<file path="src/rtl/core/mkit_cell.sv">
// One table entry; shifts to its neighbor when the ring rotates.
module mkit_cell #(
  parameter int unsigned EntryW = 324
) (
  input  logic              clk_i,
  input  logic              rst_ni,
  input  logic              clr_i,
  input  logic              shift_i,
  input  logic [EntryW-1:0] entry_i,
  output logic [EntryW-1:0] entry_o
);

  logic [EntryW-1:0] entry_q;
  logic [EntryW-1:0] entry_d;

  always_comb begin
    entry_d = entry_q;
    if (clr_i) begin
      entry_d = '0;
    end else if (shift_i) begin
      entry_d = entry_i;
    end
  end

  always_ff @(posedge clk_i or negedge rst_ni) begin
    if (!rst_ni) begin
      entry_q <= '0;
    end else begin
      entry_q <= entry_d;
    end
  end

  assign entry_o = entry_q;

endmodule

</file>
<file path="config.mk">
export PLATFORM = sky130hd
export DESIGN_NAME = mkit_cell
export DESIGN_NICKNAME = d
export VERILOG_FILES = /design/src/rtl/core/mkit_cell.sv
export SDC_FILE = /design/constraint.sdc
export NUM_CORES = 1
export LEC_CHECK = 0
export BUFFER_PORTS_ARGS = -buffer_cell sky130_fd_sc_hd__buf_2
export CORE_AREA = 4 4 249 251
export DETAILED_ROUTE_END_ITERATION = 6
export DIE_AREA = 0 0 253 255
export PLACE_DENSITY_LB_ADDON = 0.15
export SLEW_MARGIN = 20
export SYNTH_ARGS = -nofsm -noshare
export SYNTH_HDL_FRONTEND = slang
export SYNTH_SLANG_ARGS = --single-unit
</file>
<file path="constraint.sdc">
create_clock -name clk_i -period 0.85 [get_ports clk_i]
set_clock_uncertainty 0.15 [all_clocks]
set_input_delay 0.085 -clock clk_i [delete_from_list [all_inputs] [get_ports clk_i]]
set_output_delay 0.085 -clock clk_i [all_outputs]
set_load 0.005 [all_outputs]
</file>
======== Word level (Yosys, flattened, before mapping) ========
Cells that the tools add are included.
word-level totals
  flip-flop bits (word level) ............. 324
  logic and storage cells ................. 4
  output and inout bits ................... 324
  input port bits ......................... 328
cells by class
  reductions and logical operators ........ 1
  multiplexer cells ....................... 2
operators with widths
  kind                count
  $mux W324           2
  $reduce_bool A2 Y1  1

======== Depth between registers and ports, before layout ========
  depth after elaboration ................. 2
  depth in mapped cells ................... 5
  mapped depth without buffers ............ 2

======== Worst setup path before layout ========
OpenSTA, ideal clock, no wires.
  path type ............................... in2reg
  start point ............................. in shift_i
  end point ............................... reg entry_q[261], in the netlist entry_o[261]
  buffers on the path ..................... 3
  stages .................................. 5
  setup time .............................. 0.132 ns
  data required time ...................... 0.568 ns
  setup slack ............................. -0.207 ns
  arrival ................................. 0.775 ns
  path through ............................ buf_4 -> buf_6 -> buf_6 -> mux2i_1 -> nor2_1
between the ends
  word-level cells in the longest chain between the ends .. 1
ends and longest elaborated chain
  element                              line  text
  start, declared                      8     input logic shift_i,
  $reduce_bool A2 Y1 (no source line)  --
  end signal, assigned                 29    entry_q <= entry_d;
  end, declared                        13    logic [EntryW-1:0] entry_q;
Every way passes these cells.
A chain may end at the register's enable or synchronous reset.

======== Worst setup path in the final report ========
  start point ............................. reg entry_q[19], in the netlist entry_o[19]
  end point ............................... out entry_o[19]
RTL lines
  element        line  text
  end, declared  10    output logic [EntryW-1:0] entry_o
No word-level cell between the ends.

==> out/qor.yml <==
sta:
  drv_slew: 0
  layout_min_cycle_time_ns: 1.44
  fin_setup_tns_ns: -235.44
  finalSetupViolCount: 648
  worstMarginPinSlew_ns: 0.399
  hold_ws_ns: -0.124
  rsz0062_at_grt: "yes"
  fmax_mhz: 695
  setup_ws_ns: -0.588
  finalHoldViolCount: 32
  max-slew-margin-rel: 0.733
  fin_crit_sh: 1.69
placement:
  dp_cells: 2486
  portBuffers: 651
  hpwl_microns: 35900
  place.gp.congestion: 0.811
  postPlaceCellArea_sq_mm: 0.0179
setup_path:
  worst-path-max-fanout: 2
  arrival_ns: 1.20
  cp.required_ns: 0.61
  startpoint: "entry_o[19]$_DFFE_PN0P_"
  reg2regPathDepth: 4
  crit_cells: 2
  cp.buffers_inverters: 2
  crit_chain: "buf_12, buf_6"
  critPathTopFamily: "flip-flops"
  endpoint: "entry_o[19]"
  slowest_delay_ns: 0.42
  path_class: "reg -> out"
  timing.rr.start: "entry_o[172]$_DFFE_PN0P_"
  critPathLaunchType: "flip-flop"
  r2r_end: "entry_o[172]$_DFFE_PN0P_"
  r2r_slack_ns: -0.25
  crit_path_top_delay_cell: "dfrtp_1"
  cp-end-kind: "output pin"
route:
  vias_per_cell: 4.00
  drt_wl_total_microns: 49300
  ant_nets: 0
  vias: 12000
  wl_per_cell_microns: 16.5
  drc: 0
  first_iter_violations: 404
  firstDrtPassIters: 4
global_routing:
  grt-ovfl-total: 0
  grt_usage: 0.143
  antenna_found_initial: 1
  grt_pass1_wl_microns: 73600
  grt_pass1_vias: 13000
  grt_max_degree: 69
synth:
  netlist_area_sq_mm: 0.0132
  synth.distinct_cells: 9
  syn_inst: 1044
  synth-edff-count: 0
  yosysSeqAreaShare: 0.616
  async_flop_share: 1.00
  ys_seq_elements: 324
  synth_ff_type: "dfrtp_1"
  syn-num-nets: 1372
  ys_top_cells_by_count: "dfrtp_1 (324), mux2i_1 (324), nor2_1 (324)"
  synth_top_area_frac: 0.616
  yosysTopAreaCell: "dfrtp_1"
  netlist_top_cells_area: "dfrtp_1 (62%), mux2i_1 (25%), nor2_1 (9.2%), buf_6 (1.5%), buf_8 (1.3%)"
  syn_avg_cell_area_sq_um: 12.6
  ys.warnings.count: 0
floorplanning:
  io_pins: 652
  start_util: 0.220
  die_h_microns: 255
  num_rows: 90
  die_w_microns: 253
  dieArea_sq_mm: 0.0645
  core_area_sq_mm: 0.0599
layout:
  nNetsFinal: 2504
  nFillCells: 5845
  largest_reg_flops: 324
  final_layout_size_suffix_gt1_frac: 0.409
  area_growth_pct: 79.8
  final_area_sq_mm: 0.0236
  final_cells: 2989
clock_network:
  cts-buffers-inserted: 39
  worstSkewPairLatency_ns: 0.52
  clkSinkCount: 324
  cts_root_buf: "clkbuf_16"
  htreeDepth: 2
  clk_pin_slew_worst_paths_ns: 0.06
  cts_tree: "yes"
  clockBufferDepth: 3
power_and_ir_drop:
  leakagePower_uw: 0.0129
  irDropWorstVdd_v: 0.00122
  power.density_mw_per_mm2: 1700
job:
  drv_cap: 0
status:
  violations: "negative hold slack, negative setup slack"
  outcome: "complete, but fails checks"
hold_path:
  worstHoldPathType: "in -> reg"
where the power goes:
group          internal, uW  switching [uW]
clock network          9960            6720
logic                  3960            2830
registers             16300             527
worst reg2reg max path: cells and delay by family (launching register included):
| family | cells | cell delay (ns) |
|---|---|---|
| muxes | 1 | 0.16 |
| and+or+nand+nor | 1 | 0.07 |
| DFF | 1 | 0.39 |
| buffers and inverters | 2 | 0.22 |
how the worst min path moves through the flow:
stage,slack [ns],start,end,cells past startpoint
after floorplan,-0.36,rst_ni,entry_o[0]$_DFFE_PN0P_,0
after global placement,-0.13,rst_ni,entry_o[42]$_DFFE_PN0P_,2
final,-0.12,shift_i,entry_o[5]$_DFFE_PN0P_,4
after global routing,-0.12,shift_i,entry_o[5]$_DFFE_PN0P_,4
after detailed placement,-0.13,rst_ni,entry_o[38]$_DFFE_PN0P_,2
after CTS,-0.17,shift_i,entry_o[5]$_DFFE_PN0P_,4
what timing repair did:
action | CTS | global route
pin swaps | 0 | 52
hold endpoints to repair | 648 | 261
hold buffers | 326 | 1
buffers inserted | 47 | 70
gates resized for setup | 46 | 37
endpoints found under the setup margin | 350 | 648
cell usage in the layout, fill, tap and decap left out:
master         synthesis  layout
buf_12                 0      36
buf_2                 24     604
buf_4                  7     121
buf_6                 18      73
buf_8                 11       3
bufinv_16              0       1
clkbuf_1               8      10
clkbuf_16              0      40
clkbuf_8               0      11
clkinv_2               0       4
clkinv_8               0       1
clkinvlp_4             0       2
dfrtp_1              324     324
diode_2                0       1
dlygate4sd3_1          0     326
inv_6                  0       2
mux2i_1              324     320
mux2i_2                0       3
mux2i_4                0       1
nor2_1               324     323
nor2_2                 0       1
layout make-up:
cell class	instances	area, sq um	area share
Clock inverter	10	98.8	0.00418
Multi-Input combinational cell	648	4490	0.190
Sequential cell	324	8110	0.343
Clock buffer	61	1190	0.0503
Tap cell	782	978	0.0414
Antenna cell	1	2.50	0.000106
Timing Repair Buffer	1163	8780	0.371
layer usage:
| metal | wire length, microns | part of all wire | track usage |
|---|---|---|---|
| met2 | 25400 | 0.51 | 0.258 |
| met1 | 18900 | 0.38 | 0.164 |
| met3 | 3130 | 0.063 | 0.0356 |
| met5 | 0 | 0 | 0 |
| met4 | 1960 | 0.040 | 0.0575 |
kinds of logic after synthesis:
family / synth area share
buffers and inverters: 0.0445
and+or+nand+nor: 0.0925
DFF: 0.616
muxes: 0.247
per-stage QoR:
step	util	power [uW]	setup slack, ns
2_1_floorplan	-	19100	-0.127
3_3_place_gp	0.299	22100	-0.307
3_5_place_dp	0.299	22100	-0.342
4_1_cts	0.385	40800	-0.652
5_1_grt	0.395	42300	-0.644
6_report	0.395	40300	-0.588
Power figures use the tool's default switching activity.
