===== config.mk =====
export PLATFORM = sky130hd
export DESIGN_NAME = mkit_cmp
export DESIGN_NICKNAME = d
export VERILOG_FILES = /design/src/rtl/core/mkit_pkg.sv /design/src/rtl/core/mkit_cmp.sv
export SDC_FILE = /design/constraint.sdc
export NUM_CORES = 1
export LEC_CHECK = 0
export BUFFER_PORTS_ARGS = -buffer_cell sky130_fd_sc_hd__buf_2
export CAP_MARGIN = 20
export CORE_AREA = 2 2 230 232
export DETAILED_ROUTE_END_ITERATION = 6
export DIE_AREA = 0 0 232 234
export GPL_ROUTABILITY_DRIVEN = 0
export MAX_ROUTING_LAYER = met4
export SLEW_MARGIN = 20
export SYNTH_ARGS = -nofsm -noshare
export SYNTH_HDL_FRONTEND = slang
export SYNTH_SLANG_ARGS = --single-unit

===== constraint.sdc =====
create_clock -name vclk -period 3.2
set_clock_uncertainty 0.2 [all_clocks]
set_input_delay 0.16 -clock vclk [all_inputs]
set_output_delay 0.16 -clock vclk [all_outputs]
set_load 0.02 [all_outputs]

===== src/rtl/core/mkit_pkg.sv =====
package mkit_pkg;

  // defaults and fixed field widths
  localparam int unsigned TableEntriesDef = 32;
  localparam int unsigned KeySlotsDef     = 4;
  localparam int unsigned ResultLimit     = 32;
  localparam int unsigned KeyW            = 64;
  localparam int unsigned MaskW           = 4;
  localparam int unsigned StatusW         = 2;
  localparam int unsigned IndexOutW       = 5;
  localparam int unsigned FreeOutW        = 6;

  typedef enum logic [1:0] {
    ACT_INSERT,
    ACT_FIND,
    ACT_MATCH_ALL,
    ACT_CLEAR
  } action_e;

  typedef enum logic [1:0] {
    STS_OK,
    STS_FULL,
    STS_INVALID,
    STS_NO_MATCH
  } status_e;

  typedef enum logic [1:0] {
    FSM_IDLE,
    FSM_SCAN,
    FSM_FLUSH
  } fsm_e;

  // head entry compare result
  typedef struct packed {
    logic active;
    logic hit;
  } cmp_res_t;

endpackage


===== src/rtl/core/mkit_cmp.sv =====
// Pattern compare against the entry at the head of the ring.
// Entry layout: mask at the bottom, then state, then subkeys by slot.
module mkit_cmp #(
  parameter int unsigned KEY_SLOTS = mkit_pkg::KeySlotsDef,
  parameter int unsigned EntryW    = mkit_pkg::MaskW + mkit_pkg::KeyW * (KEY_SLOTS + 1)
) (
  input  logic [EntryW-1:0]                     entry_i,
  input  logic [mkit_pkg::MaskW-1:0]            pat_mask_i,
  input  logic [KEY_SLOTS*mkit_pkg::KeyW-1:0]   pat_keys_i,
  output mkit_pkg::cmp_res_t                    res_o
);

  localparam int unsigned KeyBase = mkit_pkg::MaskW + mkit_pkg::KeyW;

  logic [mkit_pkg::MaskW-1:0] ent_mask;
  logic [mkit_pkg::KeyW-1:0]  ent_state;
  logic                       keys_eq;

  assign ent_mask  = entry_i[mkit_pkg::MaskW-1:0];
  assign ent_state = entry_i[mkit_pkg::MaskW +: mkit_pkg::KeyW];

  always_comb begin
    keys_eq = 1'b1;
    for (int unsigned s = 0; s < KEY_SLOTS; s++) begin
      if (pat_mask_i[s] &&
          (pat_keys_i[s*mkit_pkg::KeyW +: mkit_pkg::KeyW] !=
           entry_i[KeyBase + s*mkit_pkg::KeyW +: mkit_pkg::KeyW])) begin
        keys_eq = 1'b0;
      end
    end
  end

  always_comb begin
    res_o.active = (|ent_mask) || (|ent_state);
    // pattern mask must be a subset of the entry mask
    res_o.hit    = ((pat_mask_i & ~ent_mask) == '0) && keys_eq;
  end

endmodule


Yosys cells after proc, flatten, opt, wreduce, memory -nomap -nowiden --
Index checks and enable logic that the tools add are counted.
Storage, ports and cells: register bits 0, latch bits 0, memory bits (writable) 0, bits in read-only memories 0, output and inout port bits 2, memories 0
Operators by class: add/subtract/negate cells 0, $mul 0, divide/modulo/power cells 0, $lt $le $gt $ge 0, equal/unequal tests 4, shift operators 0, mux-type cells 4, bitwise gates (word level) 2, reduce and logical (&&, ||, !) cells 9
Operators with widths (number):
- $ne A64 B64 Y1 | 4
- $reduce_or A64 Y1 | 1
- $logic_and A1 B1 Y1 | 5
- $and A4 B4 Y4 | 1
- $logic_not A4 Y1 | 1
- $mux W1 | 4
- $not A4 Y4 | 1
- $reduce_or A4 Y1 | 1
- $logic_or A1 B1 Y1 | 1

Depth between registers and ports, before layout --
depth after elaboration 7, gate-level depth with buffers 6

Worst setup path before layout --
No wires, ideal clock.
kind input to output, start in entry_i[264], end out res_o[0] in the netlist's numbering, data arrival time 1325 ps, slack 1515 ps, stages 6, buffers on the path 0, path through nor2b_1 -> a2111o_1 -> nor4_1 -> nand4_1 -> o22ai_1 -> and2_1
RTL lines:
- start: declaration | RTL line mkit_cmp.sv:7 | input logic [EntryW-1:0] entry_i,
- end: declaration | RTL line mkit_cmp.sv:10 | output mkit_pkg::cmp_res_t res_o

==> flow_metrics.env <==
export IMPL_leakagePower_nw=3.03
export IMPL_drtAntennaViolNets=0
export IMPL_multi_input_area_mm2=0.00298
export IMPL_clkbuf_count=0
export IMPL_syn_avg_cell_area_um2=7.82
export IMPL_vdd_ir_drop_max_mv=0.0327
export IMPL_synthTopCellsByArea="xnor2_1 (68%), nand4_1 (13%), nor4_1 (6.8%)"
export IMPL_clock_power_share_pct=0
export IMPL_post_cts_buffers=0
export IMPL_seq_cell_count=0
export IMPL_die_x_um=232
export IMPL_finalPower_mw=0.790
export IMPL_die_y_um=234
export IMPL_antenna_found_initial=25
export IMPL_critPathRequiredTime_ps=2840
export IMPL_nets=1567
export IMPL_tightest_slew_ps=562
export IMPL_syn_to_final_growth_pct=129
export IMPL_status="complete, no violations"
export IMPL_placed_cell_area_mm2=0.00688
export IMPL_worst_path_largest_cell_delay_ps=430
export IMPL_via_per_inst=3.09
export IMPL_synth_fp_nets=971
export IMPL_yosys_area_share_adder_pct=0
export IMPL_slowest_stage="nor4_1"
export IMPL_power_density_mw_per_mm2=114
export IMPL_p_int_mw=0.478
export IMPL_synth_simple_area_share_pct=24.1
export IMPL_ys_warn_count=0
export IMPL_seqCellArea_um2=0
export IMPL_cp_top_family="simple AND/OR/NAND/NOR gates"
export IMPL_hpwl_mm=23.4
export IMPL_track_usage_pct=7.98
export IMPL_wl_per_cell_um=14.2
export IMPL_synth_top_family_by_area="XOR/XNOR gates"
export IMPL_slew_viol_final=0
export IMPL_cts_resized=0
export IMPL_io_pins=586
export IMPL_grt_pass1_wl_mm=29.4
export IMPL_num_fill_cells=6108
export IMPL_dr_wl_met3_mm=2.44
export IMPL_fin_setup_tns_ps=0
export IMPL_yosysSeqAreaShare_pct=0
export IMPL_max_cap_viol_count=0
export IMPL_min_period_over_period_pct=80.4
export IMPL_setup_violations=0
export IMPL_grt_start_max_net_pins=3
export IMPL_yosys_area_top_type_share_pct=68.3
export IMPL_rsz0062_at_grt="no"
export IMPL_synth_compound_area_share_pct=3.64
export IMPL_routed_wl_met2_mm=12.1
export IMPL_fmax_mhz=389
export IMPL_first_pass_iters=4
export IMPL_muxShareOfSynthArea_pct=0
export IMPL_combPwrFrac_pct=100.0
export IMPL_wl_mm=24.0
export IMPL_dieArea_mm2=0.0543
export IMPL_worstPathCellList="buf_2, xnor2_1, nand4_1, nor4_1, buf_4, nand4_1, a222oi_1, and2_1, buf_2"
export IMPL_drc=0
export IMPL_hold_viol_final=0
export IMPL_vias=5215
export IMPL_synth_top_area_cell="xnor2_1"
export IMPL_setup_ws_ps=626
export IMPL_start_util_pct=5.82
export IMPL_postSynthCellCount=387
export IMPL_portBuffers=586
export IMPL_layout_drive_gt1_share_pct=60.7
export IMPL_wl_met1_mm=8.47
export IMPL_arrival_ps=2210
export IMPL_worstPathMaxFanout=1
export IMPL_crit_buf_inv=3
export IMPL_syn_area_mm2=0.00303
export IMPL_rows=84
export IMPL_max_slew_margin_rel_pct=62.2
export IMPL_path_class="in -> out"
export IMPL_worstSetupStartpointType="primary input"
export IMPL_first_iter_violations=127
export IMPL_synth_cell_types=20
export IMPL_holdBufCountCts=0
export IMPL_routed_top_layer="met4"
export IMPL_grt_pass1_vias=4920
export IMPL_place_ws_ps=514
export IMPL_core_area_mm2=0.0520
export IMPL_sw_frac_of_total_pct=39.4
export IMPL_p_seq_share_pct=0
export IMPL_end_kind="primary output"
export IMPL_hp_class="in -> out"
export IMPL_overflow=0
export IMPL_post_route_min_period_ps=2570
export IMPL_synth_xor_area_share_pct=70.6
export IMPL_stdcell_area_mm2=0.00693
export IMPL_power_switching_mw=0.311
==> cells in the mapped netlist (2+ instances only) <==
cell,number
nand4_1,65
nand3_1,3
xor2_1,8
nand2b_1,2
xnor2_1,236
inv_1,13
nor4_1,33
a2111o_1,3
o221ai_1,3
o22ai_1,4
nor2b_1,7
or4_1,2
==> cell families after synthesis <==
family | count (synthesis)
xor gates and xnor gates | 244
and+or+nand+nor | 117
AOI/OAI and AO/OA | 13
buffers and inverters | 13
==> final timing paths <==
path,from,end,slack (ps),cells after the start
setup / recovery,entry_i[220],res_o[0],630,9
hold / removal,pat_mask_i[3],res_o[0],540,4
==> layer usage <==
layer	track usage (%)	up-vias
met5	-	-
met4	3.31	0
met3	1.99	38
met2	15.1	384
met1	7.72	2188
li1	-	2605
==> placed cells by master, fill, tap and decap left out, types with 2 or more instances in the layout <==
master and count:
nor4_1 33, o22ai_1 4, nand3_1 3, buf_2 586, xnor2_1 236, or4_1 2
buf_4 8, nor2b_1 7, a2111o_1 3, nand2b_1 2, nand4_1 65, diode_2 19
inv_1 13, o221ai_1 3, xor2_1 8
==> power groups by stage <==
stage	sequential [mW]	clock [mW]	combinational, mW
after floorplan	0	0	0.312
after global placement	0	0	0.791
after detailed placement	0	0	0.798
after CTS	0	0	0.802
after global routing	0	0.000000754	0.862
final	0	0.000000797	0.790
==> area by class of cell <==
type | instances | area share [%]
Timing Repair Buffer | 594 | 43.2
Inverter | 13 | 0.704
Multi-Input combinational cell | 374 | 43.0
Antenna cell | 19 | 0.686
Tap cell | 688 | 12.4
==> metrics by stage <==
step / util [%] / std cells / hold slack (ps)
2_1_floorplan: - / 387 / 335
3_3_place_gp: 13.2 / 1669 / 571
3_5_place_dp: 13.2 / 1669 / 555
4_1_cts: 13.2 / 1669 / 555
5_1_grt: 13.3 / 1687 / 578
6_report: 13.3 / 1688 / 543
(Power assumes the default switching activity.)
